$ cat src/rtl/core/ecspm_pkg.sv
`timescale 1ns / 1ps
`default_nettype none
// ----------------------------------------------------------------------------
// ecspm_pkg
// Shared types, register indexes, mode codes and Q16.16 saturation helper
// for the element-wise sum / product / maximum combiner.
// ----------------------------------------------------------------------------
package ecspm_pkg;

    localparam int MAX_INPUTS_DEF = 4;
    localparam int DATA_W         = 32;
    localparam int MODE_W         = 2;
    localparam int CFG_IDX_W      = 3;
    localparam int NUM_COEFF      = 4;
    localparam int OUT_TDATA_W    = 40;

    typedef logic signed [DATA_W-1:0] q16_t;
    typedef q16_t [NUM_COEFF-1:0]     coeff_set_t;

    localparam q16_t Q_ONE = 32'sd65536;
    localparam q16_t Q_MAX = 32'sh7FFF_FFFF;
    localparam q16_t Q_MIN = 32'sh8000_0000;

    localparam logic [MODE_W-1:0] MODE_PROD = 2'd0;
    localparam logic [MODE_W-1:0] MODE_SUM  = 2'd1;
    localparam logic [MODE_W-1:0] MODE_MAX  = 2'd2;

    localparam logic [CFG_IDX_W-1:0] REG_MODE        = 3'd0;
    localparam logic [CFG_IDX_W-1:0] REG_COEFF_ZERO  = 3'd1;
    localparam logic [CFG_IDX_W-1:0] REG_COEFF_ONE   = 3'd2;
    localparam logic [CFG_IDX_W-1:0] REG_COEFF_TWO   = 3'd3;
    localparam logic [CFG_IDX_W-1:0] REG_COEFF_THREE = 3'd4;

    typedef struct packed {
        q16_t acc;
        logic clip;
        logic excess;
    } acc_state_t;

    typedef struct packed {
        q16_t value;
        logic clip;
    } sat_t;

    function automatic sat_t sat32(input logic signed [48:0] v);
        sat_t r;
        r.clip  = (v[48:31] != {18{v[48]}});
        r.value = r.clip ? (v[48] ? Q_MIN : Q_MAX) : q16_t'(v[31:0]);
        return r;
    endfunction

endpackage
`default_nettype wire

$ cat src/rtl/core/elementwise_combine_sum_prod_max.sv
`timescale 1ns / 1ps
`default_nettype none
// ----------------------------------------------------------------------------
// elementwise_combine_sum_prod_max
// Streams the operands of one output position and emits one combined result
// per position (product, weighted sum or maximum with winner index), Q16.16.
// ----------------------------------------------------------------------------
// One operand is taken every cycle, with no gap between positions, unless a
// tlast operand waits for the master side to take the previous result. An operand
// sits in an input register and, unless it waits so, is folded in the next cycle
// through one 32x32 multiply, a 49-bit add and saturation, a tlast one into the output register.
// The accumulator loop (multiply, add, saturate) sets the clock period. Write
// configuration only while the block is idle; cfg_ready is always high.
// ----------------------------------------------------------------------------
module elementwise_combine_sum_prod_max #(
    parameter int MAX_INPUTS = ecspm_pkg::MAX_INPUTS_DEF
) (
    input  wire logic                            clk,
    input  wire logic                            rst_n,
    input  wire logic                            s_axis_tvalid,
    output logic                                 s_axis_tready,
    input  wire logic [ecspm_pkg::DATA_W-1:0]    s_axis_tdata,   // [31:0] operand_value
    input  wire logic                            s_axis_tlast,   // is_last
    output logic                                 m_axis_tvalid,
    input  wire logic                            m_axis_tready,
    // [31:0] result_value, [33:32] winner_index, [34] saturated, [35] too_many
    output logic [ecspm_pkg::OUT_TDATA_W-1:0]    m_axis_tdata,
    input  wire logic                            cfg_valid,
    output logic                                 cfg_ready,
    input  wire logic [ecspm_pkg::CFG_IDX_W-1:0] cfg_index,
    input  wire logic [ecspm_pkg::DATA_W-1:0]    cfg_data
);
    import ecspm_pkg::*;

    localparam int CNT_W = $clog2(MAX_INPUTS + 1);

    logic [MODE_W-1:0] mode_reg;
    coeff_set_t        coeff_reg;

    logic              in_valid_reg;
    q16_t              in_operand_reg;
    logic              in_last_reg;

    acc_state_t        state_reg;
    acc_state_t        state_next;
    logic [CNT_W-1:0]  count_reg;
    logic [CNT_W-1:0]  count_next;
    logic [CNT_W-1:0]  best_reg;
    logic [CNT_W-1:0]  best_next;

    acc_state_t        step_state;
    logic [CNT_W-1:0]  step_count;
    logic [CNT_W-1:0]  step_best;

    logic              out_valid_reg;
    logic              out_valid_next;
    q16_t              out_value_reg;
    logic [1:0]        out_winner_reg;
    logic              out_clip_reg;
    logic              out_excess_reg;

    logic              out_free;
    logic              step_go;
    logic              emit;

    ecspm_combine #(
        .MAX_INPUTS (MAX_INPUTS),
        .CNT_W      (CNT_W)
    ) u_combine (
        .mode      (mode_reg),
        .coeff     (coeff_reg),
        .operand   (in_operand_reg),
        .cur       (state_reg),
        .cur_count (count_reg),
        .cur_best  (best_reg),
        .nxt       (step_state),
        .nxt_count (step_count),
        .nxt_best  (step_best)
    );

    assign out_free      = !out_valid_reg || m_axis_tready;
    assign step_go       = in_valid_reg && (!in_last_reg || out_free);
    assign emit          = step_go && in_last_reg;
    assign s_axis_tready = !in_valid_reg || step_go;
    assign cfg_ready     = 1'b1;
    assign m_axis_tvalid = out_valid_reg;
    assign m_axis_tdata  = {4'b0, out_excess_reg, out_clip_reg, out_winner_reg, out_value_reg};

    always_comb
    begin
        state_next     = state_reg;
        count_next     = count_reg;
        best_next      = best_reg;
        out_valid_next = out_valid_reg && !m_axis_tready;
        if (step_go)
        begin
            if (in_last_reg)
            begin
                state_next     = '0;
                count_next     = '0;
                best_next      = '0;
                out_valid_next = 1'b1;
            end
            else
            begin
                state_next = step_state;
                count_next = step_count;
                best_next  = step_best;
            end
        end
    end

    // configuration
    always_ff @(posedge clk or negedge rst_n)
    begin
        if (!rst_n)
        begin
            mode_reg  <= MODE_SUM;
            coeff_reg <= {NUM_COEFF{Q_ONE}};
        end
        else if (cfg_valid && cfg_ready)
        begin
            case (cfg_index)
                REG_MODE:        mode_reg     <= cfg_data[MODE_W-1:0];
                REG_COEFF_ZERO:  coeff_reg[0] <= cfg_data;
                REG_COEFF_ONE:   coeff_reg[1] <= cfg_data;
                REG_COEFF_TWO:   coeff_reg[2] <= cfg_data;
                REG_COEFF_THREE: coeff_reg[3] <= cfg_data;
                default:         ;
            endcase
        end
    end

    // control and position state
    always_ff @(posedge clk or negedge rst_n)
    begin
        if (!rst_n)
        begin
            in_valid_reg  <= 1'b0;
            out_valid_reg <= 1'b0;
            state_reg     <= '0;
            count_reg     <= '0;
            best_reg      <= '0;
        end
        else
        begin
            if (s_axis_tready)
            begin
                in_valid_reg <= s_axis_tvalid;
            end
            out_valid_reg <= out_valid_next;
            state_reg     <= state_next;
            count_reg     <= count_next;
            best_reg      <= best_next;
        end
    end

    // payload
    always_ff @(posedge clk)
    begin
        if (s_axis_tvalid && s_axis_tready)
        begin
            in_operand_reg <= s_axis_tdata;
            in_last_reg    <= s_axis_tlast;
        end
        if (emit)
        begin
            out_value_reg  <= step_state.acc;
            out_winner_reg <= (mode_reg == MODE_MAX) ? step_best[1:0] : 2'b0;
            out_clip_reg   <= step_state.clip;
            out_excess_reg <= step_state.excess;
        end
    end

`ifndef ASSERT_OFF
    a_count_bound: assert property (@(posedge clk) disable iff (!rst_n)
        count_reg <= CNT_W'(MAX_INPUTS))
        else $error("operand count beyond limit");

    a_clear_state: assert property (@(posedge clk) disable iff (!rst_n)
        (count_reg == '0) |-> (best_reg == '0 && !state_reg.clip && !state_reg.excess))
        else $error("position state not cleared");

    a_excess_full: assert property (@(posedge clk) disable iff (!rst_n)
        state_reg.excess |-> (count_reg == CNT_W'(MAX_INPUTS)))
        else $error("excess flag without full count");

    a_emit_valid: assert property (@(posedge clk) disable iff (!rst_n)
        emit |=> out_valid_reg)
        else $error("result lost after last operand");
`endif

endmodule
`default_nettype wire

$ cat src/rtl/core/ecspm_combine.sv
`timescale 1ns / 1ps
`default_nettype none
// ----------------------------------------------------------------------------
// ecspm_combine
// Combinational step of the running accumulator: folds one operand into the
// position state under the current mode.
// ----------------------------------------------------------------------------
module ecspm_combine #(
    parameter int MAX_INPUTS = ecspm_pkg::MAX_INPUTS_DEF,
    parameter int CNT_W      = $clog2(MAX_INPUTS + 1)
) (
    input  wire logic [ecspm_pkg::MODE_W-1:0] mode,
    input  wire ecspm_pkg::coeff_set_t        coeff,
    input  wire ecspm_pkg::q16_t              operand,
    input  wire ecspm_pkg::acc_state_t        cur,
    input  wire logic [CNT_W-1:0]             cur_count,
    input  wire logic [CNT_W-1:0]             cur_best,
    output ecspm_pkg::acc_state_t             nxt,
    output logic [CNT_W-1:0]                  nxt_count,
    output logic [CNT_W-1:0]                  nxt_best
);
    import ecspm_pkg::*;

    logic               over;
    logic               first;
    q16_t               weight;
    q16_t               mul_a;
    logic signed [63:0] prod;
    logic signed [47:0] prod_q;
    q16_t               base;
    logic signed [48:0] total;
    sat_t               sat;
    logic               win;

    always_comb
    begin
        over   = (cur_count >= CNT_W'(MAX_INPUTS));
        first  = (cur_count == '0);
        weight = (int'(cur_count) < NUM_COEFF) ? $signed(coeff[cur_count[1:0]]) : Q_ONE;
        mul_a  = (mode == MODE_PROD) ? cur.acc : weight;
        prod   = $signed(mul_a) * $signed(operand);
        prod_q = prod[63:16];
        base   = (mode != MODE_PROD && !first) ? cur.acc : '0;
        total  = 49'($signed(base)) + 49'($signed(prod_q));
        sat    = sat32(total);
        win    = first || (cur_count == CNT_W'(1) && operand >= cur.acc)
                 || (cur_count >= CNT_W'(2) && operand > cur.acc);

        nxt       = cur;
        nxt_count = cur_count;
        nxt_best  = cur_best;
        if (over)
        begin
            nxt.excess = 1'b1;
        end
        else
        begin
            nxt_count = cur_count + CNT_W'(1);
            case (mode)
                MODE_PROD:
                begin
                    if (first)
                    begin
                        nxt.acc = operand;
                    end
                    else
                    begin
                        nxt.acc  = sat.value;
                        nxt.clip = cur.clip | sat.clip;
                    end
                end
                MODE_MAX:
                begin
                    if (win)
                    begin
                        nxt.acc  = operand;
                        nxt_best = cur_count;
                    end
                end
                default:
                begin
                    nxt.acc  = sat.value;
                    nxt.clip = cur.clip | sat.clip;
                end
            endcase
        end
    end

endmodule
`default_nettype wire

$ cat config.mk
export PLATFORM = sky130hd
export DESIGN_NAME = elementwise_combine_sum_prod_max
export DESIGN_NICKNAME = d
export VERILOG_FILES = /design/src/rtl/core/ecspm_pkg.sv /design/src/rtl/core/elementwise_combine_sum_prod_max.sv /design/src/rtl/core/ecspm_combine.sv
export SDC_FILE = /design/constraint.sdc
export NUM_CORES = 2
export LEC_CHECK = 0
export ABC_AREA = 1
export BUFFER_PORTS_ARGS = -buffer_cell sky130_fd_sc_hd__buf_4
export CAP_MARGIN = 20
export CORE_ASPECT_RATIO = 1.4
export CORE_MARGIN = 2
export CORE_UTILIZATION = 45
export CTS_BUF_LIST = sky130_fd_sc_hd__clkbuf_8
export DETAILED_ROUTE_END_ITERATION = 12
export PLACE_DENSITY = 0.63
export SKIP_LAST_GASP = 1
export SLEW_MARGIN = 20
export SYNTH_ARGS = -nofsm -noshare
export SYNTH_HDL_FRONTEND = slang
export SYNTH_HIERARCHICAL = 1
export SYNTH_SLANG_ARGS = --single-unit
$ cat constraint.sdc
create_clock -name clk -period 32.3 [get_ports clk]
set_input_delay 6.46 -clock clk [delete_from_list [all_inputs] [get_ports clk]]
set_output_delay 6.46 -clock clk [all_outputs]
set_load 0.1 [all_outputs]
* Word-level counts from Yosys, hierarchy flattened
Index checks and enable logic that the tools add are counted.
** Cells by class
- Equality and inequality tests :: 8
- Order comparisons :: 6
- Mux-type cells :: 23
- Reduce and logical (&&, ||, !) cells :: 27
- $add $sub $neg :: 2
- Multipliers :: 1
- Bitwise operators :: 1
** Operators by type and width (number)
- 2-to-1 mux 32 bit :: 8
- binary-select mux 32 bit (select 2 bit) :: 1
- multiplier 32 x 32 -> 64 bit :: 1
- one-hot mux 32 bit (2 select lines) :: 1
- adder 32 x 48 -> 49 bit :: 1
- 2-to-1 mux 34 bit :: 1
- 2-to-1 mux 33 bit :: 1
- >= comparator 32 bit :: 1
- > comparator 32 bit :: 1
- inequality test 17 bit :: 1
- AND reduction 2 bit :: 6
- 2-to-1 mux 2 bit :: 4
- logical AND 1 bit :: 7
- == test 3 x 1 -> 1 bit (second input constant) :: 2
- == test 3 x 2 -> 1 bit (second input constant) :: 2
- logical NOT 3 bit :: 2
- 2-to-1 mux 3 bit :: 2
- logical NOT 1 bit :: 5
- logical OR 1 bit :: 5
- 2-to-1 mux 1 bit :: 4
- adder 3 x 1 -> 3 bit (second input constant) :: 1
- == test 3 bit (second input constant) :: 1
- >= comparator 3 x 2 -> 1 bit (second input constant) :: 1
- >= comparator 3 bit (second input constant) :: 1
- 8 further kinds :: 8
** Word-level totals
- Register bits after elaboration :: 240
- Bits of input ports :: 73
- Logic and storage cells :: 86
- Output and inout bits :: 43

* Longest topological paths before layout
- Word-level depth :: 12
- Depth in mapped cells :: 67
- Gate-level depth less buffers :: 63

* Hierarchy
The synthesis kept the hierarchy.
** Modules (own cells, without submodules)
- ecspm_combine :: area each 43814.5 um^2, cells each 5889, instances 1, sequential area each 0.0 um^2
- elementwise_combine_sum_prod_max :: area each 8947.3 um^2, cells each 839, instances 1, sequential area each 6382.4 um^2

* Worst setup path after synthesis
Ideal clock, no wire load.
- Kind :: in2out
- Start point :: input port m_axis_tready
- End point :: output port s_axis_tready
- Data arrival time :: 7.450 ns
- Cell stages on the path :: 2
- Data required time :: 25.840 ns
- Path buffers :: 0
- Setup slack :: 18.390 ns
- Cells stage by stage :: inv_1 > nand4_1
** Between the ends
- Cells in the longest elaborated chain, start to end :: 4
** Ends and longest elaborated chain
- start, declared :: line elementwise_combine_sum_prod_max.sv:25 : input wire logic m_axis_tready,
- logical OR 1 bit :: line elementwise_combine_sum_prod_max.sv:81 : assign out_free = !out_valid_reg || m_axis_tready;
- logical OR 1 bit :: line elementwise_combine_sum_prod_max.sv:82 : assign step_go = in_valid_reg && (!in_last_reg || out_free);
- logical AND 1 bit :: line elementwise_combine_sum_prod_max.sv:82
- logical OR 1 bit :: line elementwise_combine_sum_prod_max.sv:84 : assign s_axis_tready = !in_valid_reg || step_go;
- end, declared :: line elementwise_combine_sum_prod_max.sv:21 : output logic s_axis_tready,
No other way between the ends.

==> results.tsv <==
metric	value	unit
Post-Syn Instances	6722	
Crit Path Category	register to register	
routed len/inst	23.7	µm
fin cells	8235	
Period minus WS final	15.06	ns
Placeable Area	116000	µm²
first-pass GRT wire length	298000	µm
yosys warns	6	
fin crit share	0.466	
Mapped Area	52700	µm²
Crit Reg-Reg Endpoint	out_value_reg[21]	
CP Launch Type	register	
TritonRoute pass-1 iters	6	
Sink Count	240	
endpoints failing setup	0	
final WL	195000	µm
WHS Path Cells	2	
CP max stage delay	1.08	ns
Max Clk Rate	0.0664	GHz
post-CTS setup buffer count	0	
CTS tree	yes	
die area	120000	µm²
share of cells above drive strength 1	0.0536	
most common cell after layout, fill and taps aside	nand2_1	
GRT Util Overall	0.334	
Crit path top cell by count	nand2_1	
gr ovfl total	0	
min-delay worst type	register to register	
initial antenna violation count	4	
RD Place Congestion	1.05	
Die Span Y	409	µm
DRC Markers	0	
Clock Path Buffers	3	
Layout Skew	0.0501	ns
DR vias/cell	5.55	
H-tree depth	2	
hold path startpoint	coeff_reg[43]	
Hold Buf Count CTS	0	
worst r2r path cells	53	
Worst EP arrival	15.46	ns
number of global-route vias before repair	48600	
run status	finished, final reports clean	
port bufs	110	
Largest register FFs	128	
Reg clk slew, reported paths	0.06	ns
CTS root buf	clkbuf_8	
Mean Syn Cell Area	7.84	µm²
top-level I/O count	116	
Initial Util	0.453	
Die W	293	µm
Resized Gates After CTS	0	
CP max stage cell	fa_1	
Max Transition Viols Final	0	
total CTS buffers	44	
Area Overhead vs Synth	6.09	%
max_cap viols	0	
Slew @ Worst Pin	1.15	ns
Final Net Count	8114	
Relative slew margins	0.227	
reg2reg start	count_reg[0]	
Req. time, crit path	32.69	ns
placed insts	8149	
Final WS setup	17.24	ns
vias post-DR	45700	
r2r setup slk	17.24	ns
Final Hold Viols	0	
Final HPWL DP	155000	µm
most frequent cells in the layout	1703 x nand2_1, 1324 x inv_1, 1082 x fa_1	
pin count of the biggest net entering global routing	113	
row cnt	148	
final instance area	55900	µm²
hold endpoint	coeff_reg[43]	
Post-Place Cell Area	55100	µm²
dpl ws	17.28	ns
DRT iter0 DRCs	3761	
clk_lat worst skew	0.68	ns
Critical Path Sink Type	register	
critical path fanouts, max	70	
setup repair after global routing missed its margin	false	
setup_tns	0	ns
Antenna Nets Post-Route	0	
==> metrics by stage <==
step,utilization,hold slack [ns]
floorplan,-,0.434
global placement,0.473,0.446
detailed placement,0.473,0.453
CTS,0.481,0.466
global route,0.481,0.481
finish,0.481,0.464
==> metal layers <==
metal  up-vias  wire length, µm  track usage
li1      19900                -            -
met1     23000            70900        0.402
met2      2185            94300        0.562
met3       580            16800       0.0618
met4         2            13300        0.186
met5         -               13            0
==> critical path: cells and delay by family (launching register included) <==
kind / cells / cell delay [ns]
adders and majority gates: 10 / 5.84
buffers and inverters: 12 / 2.76
and+or+nand+nor: 28 / 5.07
AOI/OAI and AO/OA: 2 / 0.53
xor gates and xnor gates: 1 / 0.19
DFF: 1 / 0.34
==> final cells by class <==
type / count / area (µm²)
Antenna cell: 5 / 12.5
Sequential cell: 240 / 6360
Clock buffer: 49 / 674
Timing Repair Buffer: 219 / 1660
Fill cell: 11600 / 60400
Tap cell: 1500 / 1880
Inverter: 1340 / 5030
Clock inverter: 32 / 176
Multi-Input combinational cell: 4850 / 40100
==> worst max-delay path by stage <==
stage,startpoint,endpoint,slack [ns],cells after the start
finish,count_reg[0],out_value_reg[21],17.24,53
detailed placement,count_reg[0],state_reg[22],17.28,54
floorplan,m_axis_tready,s_axis_tready,18.39,2
CTS,count_reg[0],out_value_reg[22],17.25,51
global route,count_reg[0],state_reg[32],16.27,53
global placement,count_reg[0],out_value_reg[24],16.86,53
Power is not shown: default switching activity piles up to over one toggle a cycle in this logic, so the estimate is an artifact.
